### src/rtl/derm_pkg.sv
// ----------------------------------------------------------------------------
// derm_pkg
// Shared types, constants and helpers for the debounced event rate meter:
// payload structs, register indexes, widths of the serial datapath.
// ----------------------------------------------------------------------------
package derm_pkg;

  // field widths
  localparam int unsigned LEVEL_W    = 10;
  localparam int unsigned TIME_W     = 32;
  localparam int unsigned RATE_W     = 22;
  localparam int unsigned QUAL_W     = 8;
  localparam int unsigned LOCK_W     = 16;
  localparam int unsigned CFG_IDX_W  = 2;
  localparam int unsigned CFG_DATA_W = 16;

  // ring of event intervals and rate scale
  localparam int unsigned RING_DEPTH = 10;
  localparam int unsigned RATE_SCALE = 3600000;

  // serial datapath widths
  localparam int unsigned CNT_W     = $clog2(RING_DEPTH + 1);
  localparam int unsigned SUM_W     = TIME_W + CNT_W;
  localparam int unsigned DIV_W     = SUM_W;
  localparam int unsigned DIV_CNT_W = $clog2(DIV_W + 1);

  localparam logic [RATE_W-1:0] RATE_MAX       = {RATE_W{1'b1}};
  localparam logic [DIV_W-1:0]  RATE_SCALE_DIV = DIV_W'(RATE_SCALE);

  // register reset values
  localparam logic [LEVEL_W-1:0] THRESHOLD_RST = LEVEL_W'(512);
  localparam logic [QUAL_W-1:0]  QUALIFY_RST   = QUAL_W'(2);
  localparam logic [LOCK_W-1:0]  LOCKOUT_RST   = LOCK_W'(2000);

  // register indexes
  localparam logic [CFG_IDX_W-1:0] CFG_LEVEL_THRESHOLD = CFG_IDX_W'(0);
  localparam logic [CFG_IDX_W-1:0] CFG_QUALIFY_MS      = CFG_IDX_W'(1);
  localparam logic [CFG_IDX_W-1:0] CFG_LOCKOUT_MS      = CFG_IDX_W'(2);

  typedef struct packed {
    logic [LEVEL_W-1:0] sample_level;
    logic [TIME_W-1:0]  now_ms;
  } in_item_t;

  typedef struct packed {
    logic              event_counted;
    logic [RATE_W-1:0] rate_per_hour;
    logic              level_high;
  } out_item_t;

  // status of a multi-cycle unit
  typedef struct packed {
    logic busy;
    logic done;
  } unit_stat_t;

  // saturate a quotient to the rate field
  function automatic logic [RATE_W-1:0] clamp_rate(input logic [DIV_W-1:0] q);
    logic [RATE_W-1:0] r;
    if (q > DIV_W'(RATE_MAX)) begin
      r = RATE_MAX;
    end else begin
      r = q[RATE_W-1:0];
    end
    return r;
  endfunction

endpackage

### src/rtl/debounced_event_rate_meter.sv
// ----------------------------------------------------------------------------
// debounced_event_rate_meter
// Sequence: a sample that counts no event or the first event goes straight to
// the done phase; one that pushes an interval waits for one ring rotation,
// then, unless the ring holds only zero intervals, for two passes of the
// bit-serial divider (mean of the ring, then scale over the mean).
// Flow: one sample at a time, next one accepted from the cycle the reading
// appears, later while the reading stalls.
// Reset: asynchronous, clears the ring, the event history, the held rate and
// loads the register defaults; the block is ready as soon as reset is released.
// ----------------------------------------------------------------------------
module debounced_event_rate_meter import derm_pkg::*; (
  input  logic                  clk_i,
  input  logic                  rst_ni,
  input  logic                  in_valid_i,
  output logic                  in_ready_o,
  input  in_item_t              in_data_i,
  output logic                  out_valid_o,
  input  logic                  out_ready_i,
  output out_item_t             out_data_o,
  input  logic                  cfg_valid_i,
  output logic                  cfg_ready_o,
  input  logic [CFG_IDX_W-1:0]  cfg_index_i,
  input  logic [CFG_DATA_W-1:0] cfg_data_i
);

  typedef enum logic [2:0] {
    ST_IDLE,
    ST_SUM,
    ST_MEAN,
    ST_RATE,
    ST_DONE
  } state_e;

  state_e             state_q;
  logic [LEVEL_W-1:0] threshold_q;
  logic [QUAL_W-1:0]  qualify_q;
  logic [LOCK_W-1:0]  lockout_q;
  logic               armed_q;
  logic [TIME_W-1:0]  window_end_q;
  logic               have_last_q;
  logic [TIME_W-1:0]  last_time_q;
  logic [RATE_W-1:0]  held_rate_q;
  logic               res_counted_q, res_high_q;
  logic               out_valid_q;
  out_item_t          out_data_q;

  logic               in_acc, out_free;
  logic               high, ended, do_arm, do_count, do_disarm;
  logic [TIME_W-1:0]  diff;
  logic               ring_push;
  logic [SUM_W-1:0]   ring_sum;
  logic [CNT_W-1:0]   ring_cnt;
  unit_stat_t         ring_stat;
  logic               div_start;
  logic [DIV_W-1:0]   div_dividend;
  logic [TIME_W-1:0]  div_divisor;
  logic [DIV_W-1:0]   div_quo;
  unit_stat_t         div_stat;
  logic [TIME_W-1:0]  mean;

  assign cfg_ready_o = 1'b1;
  assign in_ready_o  = (state_q == ST_IDLE);
  assign in_acc      = in_valid_i && in_ready_o;
  assign out_free    = !out_valid_q || out_ready_i;

  // sample decision
  assign high      = in_data_i.sample_level > threshold_q;
  assign diff      = in_data_i.now_ms - window_end_q;
  assign ended     = (diff != '0) && !diff[TIME_W-1];
  assign do_arm    = ended && !armed_q && high;
  assign do_count  = ended && armed_q && high;
  assign do_disarm = ended && armed_q && !high;
  assign ring_push = in_acc && do_count && have_last_q;

  assign mean = div_quo[TIME_W-1:0];

  // divider requests: mean of the ring, then scale over the mean
  always_comb begin
    div_start    = 1'b0;
    div_dividend = ring_sum;
    div_divisor  = TIME_W'(ring_cnt);
    unique case (state_q)
      ST_SUM: begin
        div_start = ring_stat.done && (ring_cnt != '0);
      end
      ST_MEAN: begin
        div_start    = div_stat.done && (mean != '0);
        div_dividend = RATE_SCALE_DIV;
        div_divisor  = mean;
      end
      default: begin
        div_start = 1'b0;
      end
    endcase
  end

  // configuration registers
  always_ff @(posedge clk_i or negedge rst_ni) begin
    if (!rst_ni) begin
      threshold_q <= THRESHOLD_RST;
      qualify_q   <= QUALIFY_RST;
      lockout_q   <= LOCKOUT_RST;
    end else if (cfg_valid_i) begin
      if (cfg_index_i == CFG_LEVEL_THRESHOLD) begin
        threshold_q <= cfg_data_i[LEVEL_W-1:0];
      end
      if (cfg_index_i == CFG_QUALIFY_MS) begin
        qualify_q <= cfg_data_i[QUAL_W-1:0];
      end
      if (cfg_index_i == CFG_LOCKOUT_MS) begin
        lockout_q <= cfg_data_i[LOCK_W-1:0];
      end
    end
  end

  // sequencer, event state and output register
  always_ff @(posedge clk_i or negedge rst_ni) begin
    if (!rst_ni) begin
      state_q       <= ST_IDLE;
      armed_q       <= 1'b0;
      window_end_q  <= '0;
      have_last_q   <= 1'b0;
      last_time_q   <= '0;
      held_rate_q   <= '0;
      res_counted_q <= 1'b0;
      res_high_q    <= 1'b0;
      out_valid_q   <= 1'b0;
      out_data_q    <= '0;
    end else begin
      // reading taken; the done phase loads the next one itself
      if (out_valid_q && out_ready_i && (state_q != ST_DONE)) begin
        out_valid_q <= 1'b0;
      end
      unique case (state_q)
        ST_IDLE: begin
          if (in_acc) begin
            res_counted_q <= do_count;
            res_high_q    <= high;
            state_q       <= ring_push ? ST_SUM : ST_DONE;
            if (do_arm) begin
              armed_q      <= 1'b1;
              window_end_q <= in_data_i.now_ms + TIME_W'(qualify_q);
            end else if (do_count) begin
              window_end_q <= in_data_i.now_ms + TIME_W'(lockout_q);
              last_time_q  <= in_data_i.now_ms;
              if (!have_last_q) begin
                have_last_q <= 1'b1;
                held_rate_q <= RATE_W'(1);
              end
            end else if (do_disarm) begin
              armed_q      <= 1'b0;
              window_end_q <= in_data_i.now_ms - TIME_W'(1);
            end
          end
        end
        ST_SUM: begin
          if (ring_stat.done) begin
            if (ring_cnt == '0) begin
              held_rate_q <= clamp_rate(RATE_SCALE_DIV);
              state_q     <= ST_DONE;
            end else begin
              state_q <= ST_MEAN;
            end
          end
        end
        ST_MEAN: begin
          if (div_stat.done) begin
            if (mean == '0) begin
              held_rate_q <= clamp_rate(RATE_SCALE_DIV);
              state_q     <= ST_DONE;
            end else begin
              state_q <= ST_RATE;
            end
          end
        end
        ST_RATE: begin
          if (div_stat.done) begin
            held_rate_q <= clamp_rate(div_quo);
            state_q     <= ST_DONE;
          end
        end
        ST_DONE: begin
          if (out_free) begin
            out_valid_q                <= 1'b1;
            out_data_q.event_counted   <= res_counted_q;
            out_data_q.rate_per_hour   <= held_rate_q;
            out_data_q.level_high      <= res_high_q;
            state_q                    <= ST_IDLE;
          end
        end
        default: begin
          state_q <= ST_IDLE;
        end
      endcase
    end
  end

  derm_ring u_ring (
    .clk_i       (clk_i),
    .rst_ni      (rst_ni),
    .push_i      (ring_push),
    .push_data_i (in_data_i.now_ms - last_time_q),
    .sum_o       (ring_sum),
    .cnt_o       (ring_cnt),
    .stat_o      (ring_stat)
  );

  derm_div u_div (
    .clk_i      (clk_i),
    .rst_ni     (rst_ni),
    .start_i    (div_start),
    .dividend_i (div_dividend),
    .divisor_i  (div_divisor),
    .quotient_o (div_quo),
    .stat_o     (div_stat)
  );

  assign out_valid_o = out_valid_q;
  assign out_data_o  = out_data_q;

  // the divider is never restarted while a division runs
  assert property (@(posedge clk_i) disable iff (!rst_ni)
    div_start |-> !div_stat.busy)
    else $error("divider started while busy");

  // the ring is never pushed while it rotates
  assert property (@(posedge clk_i) disable iff (!rst_ni)
    ring_push |-> !ring_stat.busy)
    else $error("ring pushed while rotating");

  // ring results only arrive while the sequencer waits for them
  assert property (@(posedge clk_i) disable iff (!rst_ni)
    ring_stat.done |-> state_q == ST_SUM)
    else $error("ring finished outside the sum phase");

  // divider results only arrive in the two division phases
  assert property (@(posedge clk_i) disable iff (!rst_ni)
    div_stat.done |-> (state_q == ST_MEAN || state_q == ST_RATE))
    else $error("divider finished outside a division phase");

  // a counted event always leaves an event history behind
  assert property (@(posedge clk_i) disable iff (!rst_ni)
    (out_valid_q && out_data_q.event_counted) |-> have_last_q)
    else $error("event reported without event history");

endmodule

### src/rtl/derm_ring.sv
// ----------------------------------------------------------------------------
// derm_ring
// Ring of the last event intervals as a shift line. A push shifts in a new
// interval, then the line rotates once round, one entry per cycle, summing
// the nonzero entries and counting them.
// ----------------------------------------------------------------------------
module derm_ring import derm_pkg::*; (
  input  logic              clk_i,
  input  logic              rst_ni,
  input  logic              push_i,
  input  logic [TIME_W-1:0] push_data_i,
  output logic [SUM_W-1:0]  sum_o,
  output logic [CNT_W-1:0]  cnt_o,
  output unit_stat_t        stat_o
);

  logic [TIME_W-1:0] ring_q [RING_DEPTH];
  logic              busy_q, done_q;
  logic [CNT_W-1:0]  step_q;
  logic [SUM_W-1:0]  sum_q;
  logic [CNT_W-1:0]  cnt_q;
  logic [TIME_W-1:0] tail;

  assign tail = ring_q[RING_DEPTH-1];

  // shift in on push, then one full rotation accumulating the tail
  always_ff @(posedge clk_i or negedge rst_ni) begin
    if (!rst_ni) begin
      for (int k = 0; k < RING_DEPTH; k++) begin
        ring_q[k] <= '0;
      end
      busy_q <= 1'b0;
      done_q <= 1'b0;
      step_q <= '0;
      sum_q  <= '0;
      cnt_q  <= '0;
    end else begin
      done_q <= 1'b0;
      if (push_i) begin
        ring_q[0] <= push_data_i;
        for (int k = 1; k < RING_DEPTH; k++) begin
          ring_q[k] <= ring_q[k-1];
        end
        busy_q <= 1'b1;
        step_q <= CNT_W'(RING_DEPTH);
        sum_q  <= '0;
        cnt_q  <= '0;
      end else if (busy_q) begin
        if (tail != '0) begin
          sum_q <= sum_q + SUM_W'(tail);
          cnt_q <= cnt_q + CNT_W'(1);
        end
        ring_q[0] <= tail;
        for (int k = 1; k < RING_DEPTH; k++) begin
          ring_q[k] <= ring_q[k-1];
        end
        step_q <= step_q - CNT_W'(1);
        if (step_q == CNT_W'(1)) begin
          busy_q <= 1'b0;
          done_q <= 1'b1;
        end
      end
    end
  end

  assign sum_o       = sum_q;
  assign cnt_o       = cnt_q;
  assign stat_o.busy = busy_q;
  assign stat_o.done = done_q;

endmodule

### src/rtl/derm_div.sv
// ----------------------------------------------------------------------------
// derm_div
// Bit-serial restoring divider: one quotient bit per cycle, dividend bits
// shifting out of the top of the quotient register as quotient bits enter.
// ----------------------------------------------------------------------------
module derm_div import derm_pkg::*; (
  input  logic              clk_i,
  input  logic              rst_ni,
  input  logic              start_i,
  input  logic [DIV_W-1:0]  dividend_i,
  input  logic [TIME_W-1:0] divisor_i,
  output logic [DIV_W-1:0]  quotient_o,
  output unit_stat_t        stat_o
);

  logic                 busy_q, done_q;
  logic [DIV_CNT_W-1:0] cnt_q;
  logic [TIME_W-1:0]    rem_q, dvs_q;
  logic [DIV_W-1:0]     quo_q;
  logic [TIME_W:0]      trial;
  logic [TIME_W:0]      diff;
  logic                 fits;

  // one restoring step
  assign trial = {rem_q, quo_q[DIV_W-1]};
  assign diff  = trial - {1'b0, dvs_q};
  assign fits  = (trial >= {1'b0, dvs_q});

  always_ff @(posedge clk_i or negedge rst_ni) begin
    if (!rst_ni) begin
      busy_q <= 1'b0;
      done_q <= 1'b0;
      cnt_q  <= '0;
    end else begin
      done_q <= 1'b0;
      if (start_i) begin
        busy_q <= 1'b1;
        cnt_q  <= DIV_CNT_W'(DIV_W);
      end else if (busy_q) begin
        cnt_q <= cnt_q - DIV_CNT_W'(1);
        if (cnt_q == DIV_CNT_W'(1)) begin
          busy_q <= 1'b0;
          done_q <= 1'b1;
        end
      end
    end
  end

  // datapath registers
  always_ff @(posedge clk_i) begin
    if (start_i) begin
      rem_q <= '0;
      quo_q <= dividend_i;
      dvs_q <= divisor_i;
    end else if (busy_q) begin
      rem_q <= fits ? diff[TIME_W-1:0] : trial[TIME_W-1:0];
      quo_q <= {quo_q[DIV_W-2:0], fits};
    end
  end

  assign quotient_o  = quo_q;
  assign stat_o.busy = busy_q;
  assign stat_o.done = done_q;

endmodule

### config.mk
export PLATFORM = sky130hd
export DESIGN_NAME = debounced_event_rate_meter
export DESIGN_NICKNAME = d
export VERILOG_FILES = /design/src/rtl/derm_pkg.sv /design/src/rtl/debounced_event_rate_meter.sv /design/src/rtl/derm_ring.sv /design/src/rtl/derm_div.sv
export SDC_FILE = /design/constraint.sdc
export NUM_CORES = 2
export LEC_CHECK = 0
export ABC_CLOCK_PERIOD_IN_PS = 6400
export BUFFER_PORTS_ARGS = -buffer_cell sky130_fd_sc_hd__buf_2
export CAP_MARGIN = 10
export CORE_MARGIN = 3
export CORE_UTILIZATION = 50
export DETAILED_ROUTE_END_ITERATION = 16
export PLACE_DENSITY_LB_ADDON = 0.15
export SYNTH_ARGS = -nofsm -noshare
export SYNTH_HDL_FRONTEND = slang
export SYNTH_SLANG_ARGS = --single-unit
### constraint.sdc
create_clock -name clk_i -period 6.4 [get_ports clk_i]
set_input_delay 1.28 -clock clk_i [delete_from_list [all_inputs] [get_ports clk_i]]
set_output_delay 1.28 -clock clk_i [all_outputs]
set_load 0.01 [all_outputs]
; ---- Word-level counts from Yosys, hierarchy flattened
; Index checks and enable logic that the tools add are counted.
[op_classes]
reduce_logical = 43
n_addsub = 10
magnitude_cmp = 3
mux = 59
bitwise = 1
n_eq_ne = 20
[ops]
columns = cell, count
row1 = 2-to-1 mux 320 bit, 2
row2 = 2-to-1 mux 22 bit, 10
row3 = 2-to-1 mux 36 bit, 6
row4 = 2-to-1 mux 32 bit, 4
row5 = nonzero test 32 bit, 3
row6 = subtractor 32 bit, 3
row7 = one-hot mux 22 bit (4 select lines), 1
row8 = adder 36 x 32 -> 36 bit, 1
row9 = "greater-than comparator 36 x 22 -> 1 bit, second input constant", 1
row10 = >= comparator 33 x 32 -> 1 bit, 1
row11 = adder 32 x 16 -> 32 bit, 1
row12 = adder 32 x 8 -> 32 bit, 1
row13 = logical NOT 32 bit, 1
row14 = "subtractor 32 x 1 -> 32 bit, second input constant", 1
row15 = 2-to-1 mux 3 bit, 8
row16 = 2-to-1 mux 4 bit, 6
row17 = 2-to-1 mux 1 bit, 18
row18 = one-hot mux 3 bit (5 select lines), 1
row19 = logical AND 1 bit, 13
row20 = 2-to-1 mux 6 bit, 2
row21 = "!= test 2 bit, second input constant", 6
row22 = AND reduction 2 bit, 6
row23 = greater-than comparator 10 bit, 1
row24 = "!= test 2 x 1 -> 1 bit, second input constant", 5
row25 = other kinds (25), 34
[totals]
inputBits = 65
register_bits = 626
out_inout_bits = 27

; ---- Depth between registers and ports, before layout
[logic_depth]
word_depth = 10
mapped_depth = 29
depth_no_buf = 28

; ---- Cells and area by module
; From an unflattened synthesis, not the netlist that was laid out.
[unflattened]
hier_cells = 3166
hier_area_um2 = 34280.4
[by_module_without_submodules]
columns = module, seq_area_each_um2, instances, cells_per_inst, area_per_inst_um2
row1 = derm_ring, 9158.8, 1, 1207, 15860.2
row2 = debounced_event_rate_meter, 3813.7, 1, 1347, 12264.3
row3 = derm_div, 2882.8, 1, 612, 6155.9

; ---- Worst setup path after synthesis
; OpenSTA, ideal clock, no wires.
[synth_timing]
path_kind = input port to flip-flop
from = input port in_data_i[0] (netlist name)
to = register window_end_q[31]
path_stages = 28
arrival_time_ns = 7.023
setup_slack_ns = -0.748
cell_sequence = inv_1 ha_1 fa_1 nor2b_1 o31a_1 o211ai_1 o21a_1 or3b_1 a31o_1 nor4_2 nand4_2 nor3_4 or3_1 clkbuf_1 buf_2 a211o_1 ha_1 a21o_1 a2111oi_0 or3_1 a2111oi_0 o2111ai_1 nand2_1 o21ai_0 nor4_1 or3_1 xnor2_1 mux2_2
[synth_via]
elab_chain_cells = 7
word_cells_on_any_way = 17
classes_between = add/sub (4) / mux (3) / reduce/logical (10)
[synth_rtl]
columns = element, line
row1 = "start, declared", debounced_event_rate_meter.sv:17  ; input in_item_t in_data_i,
row2 = subtractor 32 bit, debounced_event_rate_meter.sv:69  ; assign diff = in_data_i.now_ms - window_end_q;
row3 = nonzero test 32 bit or logical NOT 1 bit (tied branches), debounced_event_rate_meter.sv:70  ; assign ended = (diff != '0) && !diff[TIME_W-1];
row4 = logical AND 1 bit, debounced_event_rate_meter.sv:70
row5 = "logical AND 1 bit, on equally long branches (2 in series)", "debounced_event_rate_meter.sv:71, debounced_event_rate_meter.sv:72, debounced_event_rate_meter.sv:73"
row6 = nonzero test 3 bit (no line) or 2-to-1 mux 32 bit (tied branches), n/a
row7 = AND reduction 3 bit (no line) or 2-to-1 mux 32 bit (tied branches), n/a
row8 = "end signal, assigned", debounced_event_rate_meter.sv:143  ; window_end_q <= in_data_i.now_ms + TIME_W'(qualify_q);
row9 = "end signal, assigned", debounced_event_rate_meter.sv:145  ; window_end_q <= in_data_i.now_ms + TIME_W'(lockout_q);
row10 = "end signal, assigned", debounced_event_rate_meter.sv:153  ; window_end_q <= in_data_i.now_ms - TIME_W'(1);
row11 = "end, declared", debounced_event_rate_meter.sv:40  ; logic [TIME_W-1:0] window_end_q;
; Several ways; a longest one is shown, not always the timed one. The select of a mux whose other input is x is not followed.
; A chain may end at the register's enable or synchronous reset.

; ---- Final worst setup path
[layout_timing]
from = input port in_data_i[0] (netlist name)
to = register window_end_q[30]
; The elaborated chain is that of the path after synthesis.

==> impl_metrics.csv <==
group,metric,value,unit
timing,clock_skew,0.0224,ns
pwr,cellPowerDensity,225,mW/mm^2
yosys,yosysWarningCount,0,
grt,grt_max_degree,167,
cells_and_area,utilization,58.8,%
min_path,hp-class,"register to register",
worst_setup_path,crit_arrival,6.93,ns
cts,clkLatencyLatePin,0.61,ns
run_status,violations,"setup timing",
cts,cts_tree,"yes",
timing,relSlewSlack,27.8,%
yosys,syn_area_per_cell,11.1,sq um
timing,whs,0.477,ns
run_status,status,"finished with violations",
yosys,synth_fp_nets,3336,
yosys,synth_compound_area_share,13.5,%
cts,cts_made_buffers,69,
routing,vias,24200,
die,die_h,268,um
yosys,synth_xor_area_share,3.10,%
yosys,synthArstFlopShare,84.0,%
routing,avgViaCountPerCell,5.63,
grt,overflow,0,
timing,finalSetupViolations,5,
placement,globalplace.congestion,0.885,
yosys,synth_mux_area_share,16.5,%
die,core-area,0.0678,sq mm
cells_and_area,fin_nets,3611,
yosys,synth_top_family_by_area,"multiplexers",
timing,fmax,0.154,GHz
grt,grt_pass1_wl,134000,um
yosys,ys.flop_type,"dfrtp_1",
routing,drc_errors,0,
yosys,yosysSeqAreaShare,46.0,%
routing,wirelength,84000,um
routing,drt-initial-drc-count,1559,
cts,cts_buffer_depth,3,
die,row_count,95,
worst_setup_path,required,6.84,ns
worst_setup_path,max_stage_delay,0.37,ns
yosys,synth_adder_area_share,6.58,%
worst_setup_path,cp-start-kind,"primary input",
yosys,syn_inst,3093,
cells_and_area,layout-drive-gt1-share,25.3,%
cts,cts_max_level,3,
pwr,p_leak,19.6,nW
cts,clock-sinks,626,
cts,clk_pin_slew,0.06,ns
cells_and_area,final_common_cell,"dfrtp_1",
worst_setup_path,slowest_stage,"fa_2",
yosys,synth_edf_count,68,
timing,drv_slew,0,
timing,hold_viol,0,
die,io_pins,92,
yosys,netlist.area_leader.share,37.6,%
routing,ant_nets,0,
cts,ctsHoldBuffers,0,
timing,fin_ws,-0.0882,ns
placement,portBuffers,90,
grt,grt_pass1_vias,24700,
yosys,yosysTopAreaCell,"dfrtp_1",
cells_and_area,syn2layout_area_growth,15.7,%
yosys,synth_seq_cells,626,
timing,tightest_slew,1.08,ns
worst_setup_path,criticalPathCategory,"primary input to register",
yosys,syn_area,0.0344,sq mm
timing,rsz0062_at_grt,"yes",
cells_and_area,diodes,0,
grt,grt_use_total,23.5,%
routing,drt-wirelength-per-cell,19.6,um
die,start_util,50.8,%
run,cap_violations,0,
pwr,peakVddDrop,0.000194,V
cells_and_area,final_cell_mix,"dfrtp_1 (516), buf_4 (237), mux2_4 (191), inv_1 (189), nor2_1 (188)",
timing,period_minus_slack,6.49,ns
die,die_w,268,um
cts,root_buffer,"clkbuf_16",
yosys,yosys.area_share.simple,9.63,%
worst_setup_path,endpoint_kind,"register",
yosys,synth_cell_types,94,
grt,antenna_found_initial,3,
timing,period_share,101,%
die,dieArea,0.0721,sq mm
worst_setup_path,cp_max_fo,13,
routing,firstDrtPassIters,5,
yosys,synthTopCellsByArea,"dfrtp_1 (38%), mux2_4 (8.3%), ha_1 (6.3%)",
placement,place_hpwl,61300,um
==> report_power, final <==
part | internal [mW] | total [mW] | switching, mW
Sequential | 4.05 | 4.08 | 0.0253
Clock | 2.45 | 4.09 | 1.64
Combinational | 0.352 | 0.789 | 0.437
Total | 6.86 | 8.96 | 2.10
==> registers in the layout, summed over array words and instances (netlist names), 3 cells and up <==
signal,cells
u_ring.cnt_o,4
lockout_q,16
u_ring.sum_o,36
state_q,3
qualify_q,8
held_rate_q,22
u_div.rem_q,32
u_ring.step_q,4
out_data_o,24
u_div.quotient_o,36
u_ring.ring_q,288
u_div.dvs_q,32
window_end_q,32
last_time_q,32
u_ring.tail,32
threshold_q,10
u_div.cnt_q,6
==> synth_stat cells, drive strengths merged (41+ instances only) <==
library cell and number:
a211oi 54, a21o 87, a21oi 189, buf 61
clkbuf 71, dfrtp 518, edfxtp 68, ha 173
inv 191, mux2 359, mux2i 93, nand2 184
nor2 190, nor3 41, o21ai 171, xnor2 78
xor2 44
==> metrics by stage <==
stage	cells	total power, mW	instance area, sq um	setup TNS (ns)	setup WS (ns)
final	4295	8.96	39900	-0.312	-0.0882
after detailed placement	4162	4.90	37200	-13.43	-1.02
after global routing	4295	9.32	39900	-1.83	-0.329
after CTS	4290	9.05	39700	-0.115	-0.0737
after floorplan	3093	4.55	34600	-0.351	-0.127
after global placement	4162	4.89	37200	-11.92	-0.985
==> repair_timing <==
item	CTS	global route
gates resized for setup	27	23
endpoints found under the setup margin	9	11
setup buffers	3	5
pin swaps	9	2
==> critical path, delay by kind of cell <==
family	cells	cell delay (ns)
buffers and inverters	5	0.51
and+or+nand+nor	8	1.79
AOI/OAI and AO/OA	13	2.34
xor gates and xnor gates	1	0.13
muxes	1	0.09
adders and majority gates	3	0.76
==> per-layer routing <==
metal / wire (um) / share of wire, % / up-vias / global-route usage [%]
li1: - / - / 11700 / -
met1: 36600 / 44 / 11900 / 30.1
met2: 41200 / 49 / 413 / 40.5
met3: 2890 / 3.4 / 163 / 3.55
met4: 3320 / 3.9 / 6 / 8.96
met5: 41 / 0.049 / - / 0
==> path summary, 6_finish.rpt <==
path | from | endpoint | slack, ns | cells past startpoint
min reg2reg | out_data_o[20] | out_data_o[20] | 0.48 | 2
min | out_data_o[20] | out_data_o[20] | 0.48 | 2
min in group asynchronous | rst_ni | out_data_o[18] | 0.71 | 1
max in group asynchronous | rst_ni | window_end_q[10] | 4.27 | 2
max reg2reg | window_end_q[0] | window_end_q[30] | 0.27 | 29
max | in_data_i[0] | window_end_q[30] | -0.09 | 31
==> cells by family (layout without fill, tap and decap cells) <==
kind of cell             Yosys count  in the layout
XOR/XNOR                         122            122
buffers and inverters            324            653
multiplexers                     452            452
other                              1              1
flip-flops                       626            626
AO/OA/AOI/OAI                    711            711
AND/OR/NAND/NOR                  679            679
adder cells (fa/ha/maj)          178            178
==> layout make-up <==
type	count	area, sq um
inverter	191	729
timing repair buffer	337	2450
fill	5712	27900
clock inverter	26	318
tap	873	1090
sequential	626	15900
multi-input combinational	2143	17400
clock buffer	99	2020
Power figures use the tool's default switching activity.
